$ cat src/bse_pkg.sv
package bse_pkg;

   localparam int MAX_COUNT_DEF = 16;
   localparam int DATA_W        = 32;

   typedef logic signed [DATA_W-1:0] bse_data_type;

   typedef enum logic [2:0] {
      ST_LOAD = 3'b001,
      ST_SORT = 3'b010,
      ST_EMIT = 3'b100
   } bse_state_type;

   // commands from the controller to the datapath
   typedef struct packed {
      logic load_en;
      logic sort_en;
      logic phase;
      logic emit_en;
      logic emit_last;
      logic emit_ovf;
   } bse_cmd_type;

endpackage

$ cat src/bse_if.sv
interface bse_req_if;
   import bse_pkg::*;
   logic         valid;
   logic         ready;
   bse_data_type value;
   logic         last;

   modport source (output valid, output value, output last, input ready);
   modport sink (input valid, input value, input last, output ready);
endinterface

interface bse_rsp_if;
   import bse_pkg::*;
   logic         valid;
   logic         ready;
   bse_data_type value_res;
   logic         last_res;
   logic         overflow;

   modport source (output valid, output value_res, output last_res, output overflow,
                   input ready);
   modport sink (input valid, input value_res, input last_res, input overflow,
                 output ready);
endinterface

$ cat src/bse_ctrl.sv
module bse_ctrl #(
   parameter int MAX_COUNT = bse_pkg::MAX_COUNT_DEF,
   parameter int CNT_W     = $clog2(MAX_COUNT + 1)
) (
   input  logic                clock,
   input  logic                reset,
   input  logic                req_valid,
   input  logic                req_last,
   output logic                req_ready,
   input  logic                rsp_ready,
   output logic                rsp_valid,
   output bse_pkg::bse_cmd_type cmd,
   output logic [CNT_W-1:0]    count
);
   import bse_pkg::*;

   bse_state_type    state_ff, state_in;
   logic [CNT_W-1:0] count_ff, count_in;
   logic [CNT_W-1:0] pass_ff, pass_in;
   logic             ovf_ff, ovf_in;
   logic             rsp_valid_ff, rsp_valid_in;

   always_comb begin
      state_in     = state_ff;
      count_in     = count_ff;
      pass_in      = pass_ff;
      ovf_in       = ovf_ff;
      rsp_valid_in = rsp_valid_ff && !rsp_ready;
      cmd          = '0;
      req_ready    = (state_ff == ST_LOAD);
      case (state_ff)
         ST_LOAD: begin
            if (req_valid) begin
               if (count_ff == CNT_W'(MAX_COUNT)) begin
                  ovf_in = 1'b1;
               end else begin
                  cmd.load_en = 1'b1;
                  count_in    = count_ff + CNT_W'(1);
               end
               if (req_last) begin
                  state_in = ST_SORT;
                  pass_in  = '0;
               end
            end
         end
         ST_SORT: begin
            // one odd-even pass per cycle, count passes in all
            cmd.sort_en = 1'b1;
            cmd.phase   = pass_ff[0];
            pass_in     = pass_ff + CNT_W'(1);
            if (pass_ff == count_ff - CNT_W'(1)) begin
               state_in = ST_EMIT;
            end
         end
         ST_EMIT: begin
            if (!rsp_valid_ff || rsp_ready) begin
               cmd.emit_en   = 1'b1;
               cmd.emit_last = (count_ff == CNT_W'(1));
               cmd.emit_ovf  = ovf_ff;
               rsp_valid_in  = 1'b1;
               count_in      = count_ff - CNT_W'(1);
               if (count_ff == CNT_W'(1)) begin
                  state_in = ST_LOAD;
                  ovf_in   = 1'b0;
               end
            end
         end
         default: begin
            state_in = ST_LOAD;
         end
      endcase
   end

   always_ff @(posedge clock) begin
      if (reset) begin
         state_ff     <= ST_LOAD;
         count_ff     <= '0;
         pass_ff      <= '0;
         ovf_ff       <= 1'b0;
         rsp_valid_ff <= 1'b0;
      end else begin
         state_ff     <= state_in;
         count_ff     <= count_in;
         pass_ff      <= pass_in;
         ovf_ff       <= ovf_in;
         rsp_valid_ff <= rsp_valid_in;
      end
   end

   assign rsp_valid = rsp_valid_ff;
   assign count     = count_ff;

endmodule

$ cat src/bse_dp.sv
module bse_dp #(
   parameter int MAX_COUNT = bse_pkg::MAX_COUNT_DEF,
   parameter int CNT_W     = $clog2(MAX_COUNT + 1)
) (
   input  logic                 clock,
   input  bse_pkg::bse_cmd_type cmd,
   input  logic [CNT_W-1:0]     count,
   input  bse_pkg::bse_data_type value,
   output bse_pkg::bse_data_type value_res,
   output logic                 last_res,
   output logic                 overflow
);
   import bse_pkg::*;

   bse_data_type store_ff [MAX_COUNT];
   bse_data_type store_in [MAX_COUNT];
   bse_data_type value_res_ff;
   logic         last_res_ff;
   logic         overflow_ff;

   always_comb begin
      store_in = store_ff;
      if (cmd.load_en) begin
         for (int k = 0; k < MAX_COUNT; k++) begin
            if (count == CNT_W'(k)) begin
               store_in[k] = value;
            end
         end
      end else if (cmd.sort_en) begin
         // disjoint neighbour pairs, swap only on strictly less
         for (int k = 1; k < MAX_COUNT; k++) begin
            if (((k % 2) != int'(cmd.phase)) && (CNT_W'(k) < count) &&
                (store_ff[k] < store_ff[k-1])) begin
               store_in[k]   = store_ff[k-1];
               store_in[k-1] = store_ff[k];
            end
         end
      end else if (cmd.emit_en) begin
         // shift towards the head, head goes out
         for (int k = 0; k < MAX_COUNT - 1; k++) begin
            store_in[k] = store_ff[k+1];
         end
      end
   end

   always_ff @(posedge clock) begin
      store_ff <= store_in;
      if (cmd.emit_en) begin
         value_res_ff <= store_ff[0];
         last_res_ff  <= cmd.emit_last;
         overflow_ff  <= cmd.emit_ovf;
      end
   end

   assign value_res = value_res_ff;
   assign last_res  = last_res_ff;
   assign overflow  = overflow_ff;

endmodule

$ cat src/bubble_sort_engine_core.sv
// sorting engine for signed 32-bit values: items arrive on req one value each
// and the item flagged last closes the set; the block then returns the set in
// ascending order on rsp, one value per item, last_res on the final one. equal
// values leave in arrival order. up to MAX_COUNT values are held; any further
// value is dropped and overflow is raised on every item of that set. a set of
// N values is loaded one item a cycle, put in order by N odd-even exchange
// passes over the register row, then emitted, holding while rsp is stalled;
// input is held off from the close of a set until its final result sits in
// the output register
module bubble_sort_engine_core #(
   parameter int MAX_COUNT = bse_pkg::MAX_COUNT_DEF
) (
   input logic      clock,
   input logic      reset,
   bse_req_if.sink  req,
   bse_rsp_if.source rsp
);
   import bse_pkg::*;

   // count must hold MAX_COUNT itself
   localparam int CNT_W = $clog2(MAX_COUNT + 1);

   bse_cmd_type      cmd;
   logic [CNT_W-1:0] count;

   // controller: load / sort / emit sequencing, counts and handshakes
   bse_ctrl #(
      .MAX_COUNT (MAX_COUNT),
      .CNT_W     (CNT_W)
   ) u_ctrl (
      .clock     (clock),
      .reset     (reset),
      .req_valid (req.valid),
      .req_last  (req.last),
      .req_ready (req.ready),
      .rsp_ready (rsp.ready),
      .rsp_valid (rsp.valid),
      .cmd       (cmd),
      .count     (count)
   );

   // datapath: register row with compare-exchange cells and output register
   bse_dp #(
      .MAX_COUNT (MAX_COUNT),
      .CNT_W     (CNT_W)
   ) u_dp (
      .clock     (clock),
      .cmd       (cmd),
      .count     (count),
      .value     (req.value),
      .value_res (rsp.value_res),
      .last_res  (rsp.last_res),
      .overflow  (rsp.overflow)
   );

endmodule

$ cat src/flat_wrapper.sv
// flat-port wrapper written by rule: the top's interface ports become plain ports
module bubble_sort_engine_core_flat import bse_pkg::*;
#(
   parameter int MAX_COUNT = bse_pkg::MAX_COUNT_DEF
)
  (clock, reset, req_valid, req_value, req_last, req_ready, rsp_valid, rsp_value_res, rsp_last_res, rsp_overflow, rsp_ready);
  bse_req_if req_i ();
  bse_rsp_if rsp_i ();
  input logic clock;
  input logic reset;
  input wire logic [$bits(req_i.valid)-1:0] req_valid;
  input wire logic [$bits(req_i.value)-1:0] req_value;
  input wire logic [$bits(req_i.last)-1:0] req_last;
  output wire logic [$bits(req_i.ready)-1:0] req_ready;
  output wire logic [$bits(rsp_i.valid)-1:0] rsp_valid;
  output wire logic [$bits(rsp_i.value_res)-1:0] rsp_value_res;
  output wire logic [$bits(rsp_i.last_res)-1:0] rsp_last_res;
  output wire logic [$bits(rsp_i.overflow)-1:0] rsp_overflow;
  input wire logic [$bits(rsp_i.ready)-1:0] rsp_ready;
  assign req_i.valid = req_valid;
  assign req_i.value = req_value;
  assign req_i.last = req_last;
  assign req_ready = req_i.ready;
  assign rsp_valid = rsp_i.valid;
  assign rsp_value_res = rsp_i.value_res;
  assign rsp_last_res = rsp_i.last_res;
  assign rsp_overflow = rsp_i.overflow;
  assign rsp_i.ready = rsp_ready;
  bubble_sort_engine_core #(.MAX_COUNT(MAX_COUNT)) u_core (.clock(clock), .reset(reset), .req(req_i), .rsp(rsp_i));
endmodule
$ cat config.mk
export PLATFORM = sky130hd
export DESIGN_NAME = bubble_sort_engine_core_flat
export DESIGN_NICKNAME = d
export VERILOG_FILES = /design/src/bse_pkg.sv /design/src/bse_if.sv /design/src/bse_ctrl.sv /design/src/bse_dp.sv /design/src/bubble_sort_engine_core.sv /design/src/flat_wrapper.sv
export SDC_FILE = /design/constraint.sdc
export NUM_CORES = 2
export LEC_CHECK = 0
export BUFFER_PORTS_ARGS = -buffer_cell sky130_fd_sc_hd__buf_2
export CAP_MARGIN = 25
export CELL_PAD_IN_SITES_DETAIL_PLACEMENT = 1
export CELL_PAD_IN_SITES_GLOBAL_PLACEMENT = 1
export CORE_MARGIN = 2
export CORE_UTILIZATION = 57
export CTS_BUF_LIST = sky130_fd_sc_hd__clkbuf_8
export CTS_CLUSTER_DIAMETER = 150
export DETAILED_ROUTE_END_ITERATION = 12
export GPL_TIMING_DRIVEN = 0
export PLACE_DENSITY_LB_ADDON = 0.1
export SLEW_MARGIN = 20
export SYNTH_ARGS = -nofsm -noshare
export SYNTH_HDL_FRONTEND = slang
export SYNTH_HIERARCHICAL = 1
export SYNTH_SLANG_ARGS = --single-unit
$ cat constraint.sdc
create_clock -name clock -period 15.37 [get_ports clock]
set_input_delay 2.3055 -clock clock [delete_from_list [all_inputs] [get_ports clock]]
set_output_delay 2.3055 -clock clock [all_outputs]
set_load 0.005 [all_outputs]
==> tab_implementation.tex <==
\begin{tabular}{lr}
\hline
Metric & Value \\
\hline
\multicolumn{2}{l}{\textbf{Outcome}} \\
\quad Status & complete, no violations \\
\multicolumn{2}{l}{\textbf{Power and ir drop}} \\
\quad Power Internal & 2830 µW \\
\quad Power share of the clock group & 0.317 \\
\quad Share of power burned in combinational logic & 0.217 \\
\quad Switching power total & 1400 µW \\
\quad Net switching share of the total power & 0.332 \\
\quad Highest ir drop seen on vdd & roughly 96 µV \\
\quad Sequential Power Share & 0.466 \\
\quad Power Total & 4240 µW \\
\quad Leak pwr & 0.0177 µW \\
\quad Pwr/cell area & 102 nW/µm² \\
\multicolumn{2}{l}{\textbf{Placed design}} \\
\quad Final GP Congestion & 1.06 \\
\quad Estimated wirelength of the detail-placed design & 118,000 µm \\
\quad Standard cell area after detailed placement & 39,700 µm² \\
\quad PortBufs & 72 \\
\quad Setup Slack @ Placement & 7.75 ns \\
\multicolumn{2}{l}{\textbf{STA}} \\
\quad Setup clock skew after layout & 0.0471 ns \\
\quad RSZ-0062 raised after global routing & no \\
\quad Hold Fails Final Rpt & 0 \\
\quad Summed negative setup slack over all endpoints & 0 ns \\
\quad Total count of max-transition violations in the final report & 0 \\
\quad Slew headroom & 0.176 \\
\quad Post-layout worst setup margin & 8.18 ns \\
\quad Final period util & 0.468 \\
\quad Max Freq & 0.139 GHz \\
\quad Endpoints failing setup & 0 \\
\quad Least-Margin Pin Slew & $\sim$1.2 ns \\
\quad Time the worst path needs with I/O delays and setup & $\sim$7.2 ns \\
\multicolumn{2}{l}{\textbf{Die}} \\
\quad Initial cell density of the core & 0.575 \\
\quad Height of the die & 261 µm \\
\quad Placement Rows & 94 \\
\quad Horiz. Die Dim & 261 µm \\
\quad Number of top-level pins & 73 \\
\quad Core box area & 65,600 µm² \\
\quad Total die area & 68,300 µm² \\
\multicolumn{2}{l}{\textbf{Drt}} \\
\quad Detail-routed via count per cell & 6.97 \\
\quad Routed via count & between 30,000 and 40,000 \\
\quad DRC & 0 \\
\quad Antenna viol nets, final & 0 \\
\quad DRT Pass-1 Iters & 6 \\
\quad Wire length after detailed routing & roughly 150,000 µm \\
\quad DRC violation total after the first TritonRoute iteration & 4,262 \\
\quad Routed wire length per instance & $\sim$31 µm \\
\multicolumn{2}{l}{\textbf{Clock network}} \\
\quad Insertion delay of the later-clocked pin in the worst-skew pair & 0.74 ns \\
\quad Maximum number of buffers from clock root to sink & 3 \\
\quad Root buf cell & clkbuf\_8 \\
\quad H-tree depth & 3 \\
\quad TritonCTS sink count & between 500 and 600 \\
\quad Number of buffers created by CTS & 100 \\
\quad Total setup buffers inserted after CTS & 0 \\
\quad Clock-pin slew of the registers on the worst-case setup and hold paths & 0.06 ns \\
\quad Count of cells resized by post-cts repair & 0 \\
\quad Post-cts hold buffer count & 0 \\
\quad CTS tree & built \\
\multicolumn{2}{l}{\textbf{GRT}} \\
\quad Wire length of the first global-routing pass & 222,000 µm \\
\quad Initial antenna violation count & 4 \\
\quad Pin count of the biggest net entering global routing & 33 \\
\quad Total gr overflow & 0 \\
\quad Total Routing Usage GR & 0.437 \\
\quad Vias in the first global route & 35,677 \\
\multicolumn{2}{l}{\textbf{Worst hold path}} \\
\quad Worst Hold Path Cells & 0 \\
\quad Kind of path behind the tightest hold check & register to register \\
\multicolumn{2}{l}{\textbf{Synth}} \\
\quad Synthesized-area fraction occupied by adder cells & 0.156 \\
\quad Xor and xnor fraction of the mapped netlist area & 0.00325 \\
\quad Async set or reset register ratio after synthesis & 0 \\
\quad Number of synthesized register bits & 561 \\
\quad Area leader, netlist & edfxtp\_1 \\
\quad Gate Count Post-Synth & 3,708 \\
\quad Predominant post-synthesis flop cell & edfxtp\_1 \\
\quad Post-synthesis compound-gate area fraction & 0.211 \\
\quad Number of enable flip-flop cells after synthesis & 546 \\
\quad Yosys warnings & 6 \\
\quad Syn Area/Cell & $\sim$10 µm² \\
\quad Proportion of synthesized chip area in sequential cells & 0.442 \\
\quad Synth Cell Area & around 38,000 µm² \\
\quad Simple-Gate Fraction of Synth Area & 0.102 \\
\quad Number of nets in the synthesized netlist & roughly 4,200 \\
\quad Mux share of post-synthesis cell area & 0.0111 \\
\quad Combinational family with the most area after synthesis & compound AO/OA/AOI/OAI gates \\
\quad Count of different cell masters after synthesis & 84 \\
\quad Portion of synthesized cell area occupied by the leading cell type & 0.435 \\
\quad Biggest area contributors in the synthesized netlist & edfxtp\_1 (43\%), ha\_1 (16\%), inv\_1 (5.2\%), a21oi\_1 (4.0\%), nand2\_1 (3.6\%) \\
\multicolumn{2}{l}{\textbf{Final layout}} \\
\quad Nets & 4,422 \\
\quad Filler instances & 7,239 \\
\quad Core occupancy in the finished layout & 0.633 \\
\quad Seq. cell area & 16,700 µm² \\
\quad Multi-input logic area & 18,300 µm² \\
\quad Synth-to-layout area growth & 10.1\% \\
\quad Fraction of final layout cells sized beyond drive strength 1 & 0.112 \\
\quad Layout Cell Area excl Fill & slightly above 40,000 µm² \\
\multicolumn{2}{l}{\textbf{Worst setup path}} \\
\quad Critical setup path kind & primary input to register \\
\quad CP Capture Type & register \\
\quad Data arrival time at the worst-slack endpoint & between 7 and 8 ns \\
\quad Largest fanout on the critical path & 16 \\
\quad Worst Path Required & 15.79 ns \\
\quad R2R cell count & 11 \\
\quad Kind of start point of the critical path & primary input \\
\multicolumn{2}{l}{\textbf{Job}} \\
\quad Number of max-cap violations & 0 \\
\hline
\end{tabular}
## cell usage in the layout, fill, tap and decap left out, types with 31 or more instances in the layout
| cell | Yosys | layout |
|---|---|---|
| a221o_1 | 133 | 133 |
| a21o_1 | 65 | 65 |
| a31o_2 | 32 | 32 |
| inv_1 | 519 | 546 |
| clkbuf_8 | 0 | 106 |
| a221oi_1 | 155 | 155 |
| o21ai_0 | 155 | 155 |
| edfxtp_1 | 546 | 546 |
| nand2_1 | 366 | 366 |
| nand3_1 | 34 | 34 |
| buf_2 | 49 | 121 |
| clkbuf_1 | 113 | 113 |
| nand4_1 | 56 | 56 |
| ha_1 | 470 | 470 |
| and2_1 | 35 | 35 |
| clkinv_1 | 1 | 31 |
| a21oi_1 | 304 | 304 |
| mux2i_1 | 36 | 36 |
| a211oi_1 | 37 | 32 |
| nor2_1 | 193 | 192 |
| o221a_2 | 33 | 33 |
| nor3_1 | 62 | 60 |
## power by group through the flow
stage / registers (µW) / clock network (µW) / logic, µW
final: 1970 / 1340 / 920
after global routing: 1980 / 1410 / 990
after CTS: 1970 / 1350 / 889
after detailed placement: 2000 / 0 / 873
after global placement: 2000 / 0 / 770
after floorplan: 1940 / 0 / 558
## state kept, by name, indices dropped and copies added (netlist names)
signal	flops
u_core/u_ctrl/pass_ff	5
u_core/u_ctrl/ovf_ff	1
u_core/u_dp/value_res	32
u_core/u_ctrl/state_ff	3
u_core/u_dp/overflow	1
u_core/u_dp/last_res	1
u_core/u_dp/store_ff	512
u_core/u_ctrl/rsp_valid	1
u_core/u_ctrl/count	5
## cells by family (layout without fill, tap and decap cells)
kind of cell    Yosys count  in the layout
flops                   561            561
other cells               0              2
compound gates         1071           1071
xor+xnor                 14             14
simple gates            842            842
mux                      41             41
fa+ha+maj               470            470
buf+inv                 709            998
## critical path: stages
cell and delay, ns:
buf_2 0.14, nand2_1 0.07, nor2_1 0.70, clkbuf_1 0.76
clkbuf_1 0.84, clkbuf_1 0.81, clkbuf_1 0.94, nand4_1 0.32
o31ai_4 0.25, buf_6 0.23, buf_6 0.21
## synth_stat cells (all sizes together), types with 65 or more instances
cell      n
a221o   154
ha      470
clkbuf  113
a21oi   305
nor2    194
inv     519
a221oi  186
a21o     65
buf      76
edfxtp  546
nand2   368
o21ai   157
## final timing paths
kind | slack [ns] | from | endpoint
max | 8.18 | req_valid | u_core/u_dp/store_ff[5]
min | 0.48 | u_core/u_dp/store_ff[485] | u_core/u_dp/value_res[5]
max reg2reg | 8.71 | u_core/u_ctrl/count[2] | u_core/u_dp/store_ff[5]
min reg2reg | 0.48 | u_core/u_dp/store_ff[485] | u_core/u_dp/value_res[5]
## final cells by class
class | instances | area share
Inverter | 520 | 0.0470
Clock buffer | 106 | 0.0351
Sequential cell | 561 | 0.402
Clock inverter | 78 | 0.00865
Tap cell | 864 | 0.0260
Multi-Input combinational cell | 2438 | 0.442
Antenna cell | 2 | 0.000121
Timing Repair Buffer | 105 | 0.0187
Buffer | 189 | 0.0208
## routing by layer
| layer | wire length [µm] | global-route usage | up-vias | share of wire |
|---|---|---|---|---|
| li1 | - | - | 14359 | - |
| met1 | 56500 | 0.539 | 16905 | 0.38 |
| met2 | 68700 | 0.693 | 2045 | 0.46 |
| met3 | 12100 | 0.0647 | 594 | 0.081 |
| met4 | 13000 | 0.339 | 4 | 0.086 |
| met5 | 29 | 0 | - | 0.00019 |
## stage by stage
stage	instances	hold WS, ns
3_3_place_gp	4644	0.471
4_1_cts	4859	0.479
5_1_grt	4862	0.490
2_1_floorplan	3708	0.450
3_5_place_dp	4675	0.468
6_report	4863	0.481
No activity file was read; power rests on OpenSTA's default activity.
